File: src/rtl/rcpwc_pkg.sv
// Package for the RC pulse-width capture block: payload structs, register
// indexes, widths and reset constants. No dependencies.
`timescale 1ns / 1ps

package rcpwc_pkg;

	localparam int PIN_W       = 5;
	localparam int TS_W        = 32;
	localparam int WIDTH_W     = 16;
	localparam int CFG_IDX_W   = 3;
	localparam int CFG_DATA_W  = 16;
	localparam int REPORTED    = 4;
	localparam int MAX_PIN_REGS = 4;
	localparam int NUM_CH_DEF  = 4;

	typedef logic [CFG_IDX_W-1:0] cfg_idx_t;

	// Configuration register indexes
	localparam cfg_idx_t REG_PIN_CH0   = cfg_idx_t'(0);
	localparam cfg_idx_t REG_MIN_WIDTH = cfg_idx_t'(4);
	localparam cfg_idx_t REG_MAX_WIDTH = cfg_idx_t'(5);

	// Reset values
	localparam logic [WIDTH_W-1:0] MIN_WIDTH_RST = WIDTH_W'(900);
	localparam logic [WIDTH_W-1:0] MAX_WIDTH_RST = WIDTH_W'(2100);
	localparam logic [WIDTH_W-1:0] WIDTH_RST     = WIDTH_W'(1500);
	localparam logic [WIDTH_W-1:0] WIDTH_RST_CH2 = WIDTH_W'(1000);

	// Edge event
	typedef struct packed {
		logic [PIN_W-1:0] pin;
		logic             edge_rise;
		logic             edge_fall;
		logic [TS_W-1:0]  timestamp;
	} evt_t;

	// Capture report
	typedef struct packed {
		logic               pin_matched;
		logic [WIDTH_W-1:0] width_ch0;
		logic [WIDTH_W-1:0] width_ch1;
		logic [WIDTH_W-1:0] width_ch2;
		logic [WIDTH_W-1:0] width_ch3;
		logic               valid_ch0;
		logic               valid_ch1;
		logic               valid_ch2;
		logic               valid_ch3;
		logic               all_valid;
	} res_t;

	// Per-channel update controls for one transfer
	typedef struct packed {
		logic hit;
		logic rise;
		logic fall;
	} chan_ctrl_t;

	// Width held by a channel after reset
	function automatic logic [WIDTH_W-1:0] reset_width(input int ch);
		return (ch == 2) ? WIDTH_RST_CH2 : WIDTH_RST;
	endfunction

endpackage

File: src/rtl/rcpwc_chan.sv
// One capture channel: rise timestamp, last width and range flag.
// Depends on rcpwc_pkg.
`timescale 1ns / 1ps

module rcpwc_chan #(
	parameter logic [rcpwc_pkg::WIDTH_W-1:0] RESET_WIDTH = rcpwc_pkg::WIDTH_RST
) (
	input  logic                            clk,
	input  logic                            arst_n,
	input  rcpwc_pkg::chan_ctrl_t           ctrl,
	input  logic [rcpwc_pkg::TS_W-1:0]      timestamp,
	input  logic [rcpwc_pkg::WIDTH_W-1:0]   min_width,
	input  logic [rcpwc_pkg::WIDTH_W-1:0]   max_width,
	output logic [rcpwc_pkg::WIDTH_W-1:0]   width_nxt,
	output logic                            ok_nxt
);

	logic [rcpwc_pkg::TS_W-1:0]    rise_stamp_q;
	logic [rcpwc_pkg::WIDTH_W-1:0] width_q;
	logic                          ok_q;
	logic [rcpwc_pkg::TS_W-1:0]    rise_eff;
	logic [rcpwc_pkg::TS_W-1:0]    diff;
	logic                          in_range;
	logic                          take_fall;

	// Rise is applied before fall, so both flags give a zero width
	assign rise_eff  = ctrl.rise ? timestamp : rise_stamp_q;
	assign diff      = timestamp - rise_eff;
	assign in_range  = (diff >= {{(rcpwc_pkg::TS_W-rcpwc_pkg::WIDTH_W){1'b0}}, min_width}) &&
	                   (diff <= {{(rcpwc_pkg::TS_W-rcpwc_pkg::WIDTH_W){1'b0}}, max_width});
	assign take_fall = ctrl.hit && ctrl.fall;

	assign width_nxt = take_fall ? diff[rcpwc_pkg::WIDTH_W-1:0] : width_q;
	assign ok_nxt    = take_fall ? in_range : ok_q;

	// Channel state
	always_ff @(posedge clk or negedge arst_n) begin
		if (!arst_n) begin
			rise_stamp_q <= '0;
			width_q      <= RESET_WIDTH;
			ok_q         <= 1'b0;
		end else if (ctrl.hit) begin
			if (ctrl.rise) begin
				rise_stamp_q <= timestamp;
			end
			width_q <= width_nxt;
			ok_q    <= ok_nxt;
		end
	end

endmodule

File: src/rtl/rc_pulse_width_capture.sv
// RC pulse-width capture, top level: input stage, pin match, channels, result register.
// Depends on rcpwc_pkg and rcpwc_chan.
`timescale 1ns / 1ps

// Takes one edge event per clock while the result side is free and returns one report
// per event, registered first in the input stage and then in the result register. The
// channel update (32-bit subtract and range compare) is combinational and lies between
// the input stage and the result register. An input stage and the result register
// give two items of buffering, so an event is taken while a report waits.
// Channels at or above NUM_CHANNELS report zero; channels 4 and up watch the
// pin equal to their own number. Write the configuration only while idle.
module rc_pulse_width_capture #(
	parameter int NUM_CHANNELS = rcpwc_pkg::NUM_CH_DEF
) (
	input  logic                              clk,
	input  logic                              arst_n,
	input  logic                              evt_valid,
	output logic                              evt_ready,
	input  rcpwc_pkg::evt_t                   evt,
	output logic                              res_valid,
	input  logic                              res_ready,
	output rcpwc_pkg::res_t                   res,
	input  logic                              cfg_we,
	input  logic [rcpwc_pkg::CFG_IDX_W-1:0]   cfg_index,
	input  logic [rcpwc_pkg::CFG_DATA_W-1:0]  cfg_data
);

	localparam int PIN_REGS = (NUM_CHANNELS < rcpwc_pkg::MAX_PIN_REGS) ?
	                          NUM_CHANNELS : rcpwc_pkg::MAX_PIN_REGS;

	logic [rcpwc_pkg::PIN_W-1:0]   cfg_pin_q [PIN_REGS];
	logic [rcpwc_pkg::WIDTH_W-1:0] min_width_q;
	logic [rcpwc_pkg::WIDTH_W-1:0] max_width_q;

	rcpwc_pkg::evt_t               evt_s1;
	logic                          valid_s1;
	logic                          adv;
	logic                          res_valid_q;
	rcpwc_pkg::res_t               res_q;
	rcpwc_pkg::res_t               res_nxt;

	logic [NUM_CHANNELS-1:0]       hit;
	logic [NUM_CHANNELS-1:0]       sel;
	logic [NUM_CHANNELS-1:0]       ok_nxt;
	logic [rcpwc_pkg::WIDTH_W-1:0] width_nxt [NUM_CHANNELS];
	logic [rcpwc_pkg::WIDTH_W-1:0] width_rep [rcpwc_pkg::REPORTED];
	logic [rcpwc_pkg::REPORTED-1:0] ok_rep;

	// Configuration registers
	always_ff @(posedge clk or negedge arst_n) begin
		if (!arst_n) begin
			for (int i = 0; i < PIN_REGS; i++) begin
				cfg_pin_q[i] <= rcpwc_pkg::PIN_W'(i);
			end
			min_width_q <= rcpwc_pkg::MIN_WIDTH_RST;
			max_width_q <= rcpwc_pkg::MAX_WIDTH_RST;
		end else if (cfg_we) begin
			for (int i = 0; i < PIN_REGS; i++) begin
				if (cfg_index == rcpwc_pkg::REG_PIN_CH0 + rcpwc_pkg::cfg_idx_t'(i)) begin
					cfg_pin_q[i] <= cfg_data[rcpwc_pkg::PIN_W-1:0];
				end
			end
			if (cfg_index == rcpwc_pkg::REG_MIN_WIDTH) begin
				min_width_q <= cfg_data[rcpwc_pkg::WIDTH_W-1:0];
			end
			if (cfg_index == rcpwc_pkg::REG_MAX_WIDTH) begin
				max_width_q <= cfg_data[rcpwc_pkg::WIDTH_W-1:0];
			end
		end
	end

	// Handshake: stage 1 moves on whenever the result register is free or drains
	assign adv       = valid_s1 && (!res_valid_q || res_ready);
	assign evt_ready = !valid_s1 || adv;

	always_ff @(posedge clk or negedge arst_n) begin
		if (!arst_n) begin
			valid_s1 <= 1'b0;
		end else if (evt_valid && evt_ready) begin
			valid_s1 <= 1'b1;
		end else if (adv) begin
			valid_s1 <= 1'b0;
		end
	end

	always_ff @(posedge clk) begin
		if (evt_valid && evt_ready) begin
			evt_s1 <= evt;
		end
	end

	// Pin compare per channel, then channel state
	for (genvar c = 0; c < NUM_CHANNELS; c++) begin : g_ch
		rcpwc_pkg::chan_ctrl_t ctrl;

		if (c < PIN_REGS) begin : g_cfg_pin
			assign hit[c] = (evt_s1.pin == cfg_pin_q[c]);
		end else begin : g_fixed_pin
			assign hit[c] = (evt_s1.pin == rcpwc_pkg::PIN_W'(c));
		end

		assign ctrl.hit  = adv && sel[c];
		assign ctrl.rise = evt_s1.edge_rise;
		assign ctrl.fall = evt_s1.edge_fall;

		rcpwc_chan #(
			.RESET_WIDTH(rcpwc_pkg::reset_width(c))
		) u_chan (
			.clk       (clk),
			.arst_n    (arst_n),
			.ctrl      (ctrl),
			.timestamp (evt_s1.timestamp),
			.min_width (min_width_q),
			.max_width (max_width_q),
			.width_nxt (width_nxt[c]),
			.ok_nxt    (ok_nxt[c])
		);
	end

	// Lowest-numbered matching channel wins
	always_comb begin
		logic found;
		found = 1'b0;
		for (int c = 0; c < NUM_CHANNELS; c++) begin
			sel[c] = hit[c] && !found;
			found  = found || hit[c];
		end
	end

	// Reported channels; missing ones read zero
	for (genvar k = 0; k < rcpwc_pkg::REPORTED; k++) begin : g_rep
		if (k < NUM_CHANNELS) begin : g_have
			assign width_rep[k] = width_nxt[k];
			assign ok_rep[k]    = ok_nxt[k];
		end else begin : g_none
			assign width_rep[k] = '0;
			assign ok_rep[k]    = 1'b0;
		end
	end

	always_comb begin
		res_nxt             = '0;
		res_nxt.pin_matched = |hit;
		res_nxt.width_ch0   = width_rep[0];
		res_nxt.width_ch1   = width_rep[1];
		res_nxt.width_ch2   = width_rep[2];
		res_nxt.width_ch3   = width_rep[3];
		res_nxt.valid_ch0   = ok_rep[0];
		res_nxt.valid_ch1   = ok_rep[1];
		res_nxt.valid_ch2   = ok_rep[2];
		res_nxt.valid_ch3   = ok_rep[3];
		res_nxt.all_valid   = &ok_nxt;
	end

	// Result register
	always_ff @(posedge clk or negedge arst_n) begin
		if (!arst_n) begin
			res_valid_q <= 1'b0;
		end else if (adv) begin
			res_valid_q <= 1'b1;
		end else if (res_ready) begin
			res_valid_q <= 1'b0;
		end
	end

	always_ff @(posedge clk) begin
		if (adv) begin
			res_q <= res_nxt;
		end
	end

	assign res_valid = res_valid_q;
	assign res       = res_q;

endmodule

File: config.mk
export PLATFORM = sky130hd
export DESIGN_NAME = rc_pulse_width_capture
export DESIGN_NICKNAME = d
export VERILOG_FILES = /design/src/rtl/rcpwc_pkg.sv /design/src/rtl/rcpwc_chan.sv /design/src/rtl/rc_pulse_width_capture.sv
export SDC_FILE = /design/constraint.sdc
export NUM_CORES = 1
export LEC_CHECK = 0
export BUFFER_PORTS_ARGS = -buffer_cell sky130_fd_sc_hd__buf_2
export CAP_MARGIN = 20
export CORE_ASPECT_RATIO = 0.7
export CORE_MARGIN = 4
export CORE_UTILIZATION = 35
export CTS_CLUSTER_DIAMETER = 50
export DETAILED_ROUTE_END_ITERATION = 10
export GPL_TIMING_DRIVEN = 0
export SLEW_MARGIN = 20
export SYNTH_ARGS = -nofsm -noshare
export SYNTH_HDL_FRONTEND = slang
export SYNTH_HIERARCHICAL = 1
export SYNTH_SLANG_ARGS = --single-unit
File: constraint.sdc
create_clock -name clk -period 6.7 [get_ports clk]
set_input_delay 1.34 -clock clk [delete_from_list [all_inputs] [get_ports clk]]
set_output_delay 1.34 -clock clk [all_outputs]
set_load 0.01 [all_outputs]
==> flow_metrics.py <==
metrics = {
    "timing": {
        "slew_violations": 0,
        "skew_ns": 0.0521,
        "fmax_ghz": 0.154,
        "final.period_utilization_pct": 96.9,
        "min_period_ns": 6.49,
        "max_slew.worst_pin.slew_ns": 0.918,
        "finalSetupViolCount": 0,
        "fin_ws_ns": 0.210,
        "relSlewSlack_pct": 37.9,
        "finalHoldViolCount": 0,
    },
    "synth": {
        "synth_top_area_share_pct": 20.6,
        "yosysUniqueCellTypes": 89,
        "synthesis.area_mm2": 0.0257,
        "ys_seq_area_share_pct": 37.3,
        "synthCells": 2448,
        "synth_area_leaders": "dfrtp_1, mux2_2, edfxtp_1",
        "yosysMostFrequentCell": "mux2_2",
        "synth_top_area_cell": "dfrtp_1",
        "synth-seq-cells": 359,
        "async_reset_ff_share_pct": 69.6,
        "synthTopCellsByCount": "mux2_2, ha_1, dfrtp_1, inv_1, a21oi_1",
        "synth_edf_count": 109,
        "yosysWarnings": 6,
        "syn-num-nets": 2767,
        "syn_avg_cell_area_um2": 10.5,
        "synthFlopType": "dfrtp_1",
    },
    "worst_setup_path": {
        "crit_path_frequent_cell": "a21oi_1",
        "cp-start-kind": "flop",
        "cp_top_family": "compound AO/OA/AOI/OAI gates",
        "critical_path.cell_chain": "clkbuf_1 -> clkbuf_2 -> mux2i_1 -> fa_1 -> a21o_1 -> a221oi_2 -> nor4_2 -> or2_1 -> clkbuf_1 -> a21o_1 -> a21oi_1 -> xnor2_2 -> ha_1 -> a21oi_1 -> o21ai_0 -> nor2_1 -> a21oi_1 -> o21ai_0 -> nand4b_1 -> and4bb_1 -> nand4_1 -> o31ai_4 -> and4_1",
        "path_class": "reg2reg",
        "endpoint_kind": "flop",
        "critPathMaxFanout": 10,
        "crit_required_ns": 7.17,
        "crit_arrival_ns": 6.96,
        "cp_num_buf_inv": 3,
        "slowest_delay_ns": 0.52,
        "worst_path_max_delay_cell": "edfxtp_1",
    },
    "final_layout": {
        "fin_cells": 3640,
        "multiInputGateArea_mm2": 0.0152,
        "nNetsFinal": 2956,
        "drive_above_1_share_pct": 24.6,
        "area_growth_pct": 14.1,
        "n_fill_cell": 6986,
        "regArea_mm2": 0.00958,
    },
    "drt": {
        "drtPass1Iterations": 5,
        "drt_iter0_drc": 1490,
        "ant_nets": 0,
        "wire_per_inst_um": 21.2,
        "vias_per_cell": 5.57,
        "vias": 20257,
        "drc": 0,
        "routed_wl_mm": 77.2,
    },
    "clock_network": {
        "cts_buffers": 44,
        "clkTransAtPathRegs_ns": 0.06,
        "clockBufferDepth": 3,
        "cts.sink_count": 359,
        "clk-insertion-delay-late_ns": 0.61,
        "clockRootBuffer": "clkbuf_16",
        "cts_tree": "built",
        "h-tree-depth": 2,
    },
    "placed_design": {
        "dp_cells": 3552,
        "dp_hpwl_mm": 61.5,
        "gp_congestion": 0.936,
        "place.port_buffers": 134,
        "dp_slack_ns": -0.694,
    },
    "floorplanning": {
        "core_area_mm2": 0.0721,
        "initial_core_util_pct": 35.6,
        "chipWidth_um": 332,
        "num_rows": 82,
        "ios": 135,
        "dieHeight_um": 235,
        "fp.dieArea_mm2": 0.0779,
    },
    "power": {
        "p_leak_nw": 13.3,
        "p_sw_share_pct": 40.8,
        "powerDensity_mw_per_mm2": 383,
        "intPower_mw": 6.65,
        "comb_power_share_pct": 47.2,
        "power_frac_clock_pct": 21.7,
        "seq_power_share_pct": 31.1,
        "ir_drop_v": 0.000204,
        "p_sw_mw": 4.58,
    },
    "grt": {
        "grt_antenna_before_repair": 2,
        "grt_pass1_wl_mm": 118,
        "grt_max_degree": 71,
        "grt_pass1_vias": 20405,
        "grtUsageTotal_pct": 19.2,
        "grt-ovfl-total": 0,
    },
    "run": {
        "cap_viol_max_count": 0,
    },
    "run_status": {
        "outcome": "complete, no violations",
    },
    "min_path": {
        "hold_path.class": "reg2reg",
    },
}
==> area by class of cell <==
| cell class | count | area share [%] |
|---|---|---|
| clock buffer | 55 | 3.97 |
| sequential | 359 | 32.7 |
| clock inverter | 27 | 1.11 |
| inverter | 166 | 2.14 |
| antenna | 1 | 0.00854 |
| multi-input combinational | 1830 | 51.8 |
| timing repair buffer | 143 | 2.83 |
| buffer | 93 | 1.39 |
| tap | 966 | 4.13 |
==> stage by stage <==
stage	utilization [%]	instance area [um2]	setup TNS [ns]	hold slack (ns)	power [mW]
2_1_floorplan	-	25700	0	0.439	7.07
3_3_place_gp	38.2	27600	-61.35	0.450	8.49
3_5_place_dp	38.4	27700	-2.07	0.465	8.70
4_1_cts	40.5	29200	0	0.479	11.2
5_1_grt	40.6	29300	-0.00177	0.512	12.0
6_report	40.6	29300	0	0.475	11.2
==> sequential cells by signal, indices dropped and copies added (netlist names) <==
register and count:
g_ch.u_chan/width_q 64, evt_s1 39, valid_s1 1, res_valid 1, max_width_q 16, g_ch.u_chan/rise_stamp_q 128
res 70, cfg_pin_q 20, g_ch.u_chan/ok_q 4, min_width_q 16
==> tightest hold or removal path, stage by stage (launching register included) <==
cell     delay [ns]
dfrtp_1        0.33
nand2_1        0.05
o21ai_0        0.06
==> cells by family (layout without fill, tap and decap cells) <==
group / Yosys count / after routing / share of synthesized area (%)
AOI/OAI and AO/OA: 533 / 533 / 14.1
adders and majority gates: 256 / 256 / 12.6
DFF: 359 / 359 / 37.3
buffers and inverters: 259 / 484 / 3.95
and+or+nand+nor: 505 / 505 / 10.2
xor gates and xnor gates: 106 / 106 / 3.61
other: 0 / 1 / 0
muxes: 430 / 430 / 18.2
==> path summary, 6_finish.rpt <==
path	to	from	slack, ns	cells after the start
max	res[0]	evt_s1[33]	0.21	23
min	g_ch[3].u_chan/width_q[0]	g_ch[3].u_chan/width_q[0]	0.48	2
max reg2reg	res[0]	evt_s1[33]	0.21	23
min reg2reg	g_ch[3].u_chan/width_q[0]	g_ch[3].u_chan/width_q[0]	0.48	2
max in group asynchronous	g_ch[0].u_chan/width_q[10]	arst_n	4.94	3
min in group asynchronous	g_ch[1].u_chan/width_q[5]	arst_n	0.66	1
==> timing repair <==
action | in CTS | in global routing
hold buffers | 0 | 0
gates resized for setup | 13 | 8
setup endpoints to repair | 5 | 5
buffers inserted | 0 | 5
==> layer usage <==
metal	share of wire [%]	track usage (%)	vias to the layer above
met3	6.4	3.36	125
li1	-	-	9508
met2	42	28.7	638
met4	2.7	5.72	0
met1	49	28.2	9986
met5	0	0	-
==> placed cells by master (no fill, tap or decap), drive strengths merged, types with 53 or more instances in the layout <==
master	n
mux2	300
ha	252
dfrtp	211
buf	176
inv	173
a21oi	164
nand2	142
mux2i	130
nor2	115
clkbuf	115
edfxtp	109
o21ai	103
xnor2	82
nand3	53
==> power groups by stage <==
stage	logic, mW	registers (mW)	clock network, mW
6_report	5.30	3.50	2.44
5_1_grt	5.88	3.56	2.60
4_1_cts	5.24	3.48	2.52
3_5_place_dp	5.18	3.51	0
3_3_place_gp	5.01	3.48	0
2_1_floorplan	3.72	3.35	0
(Power assumes the default switching activity.)
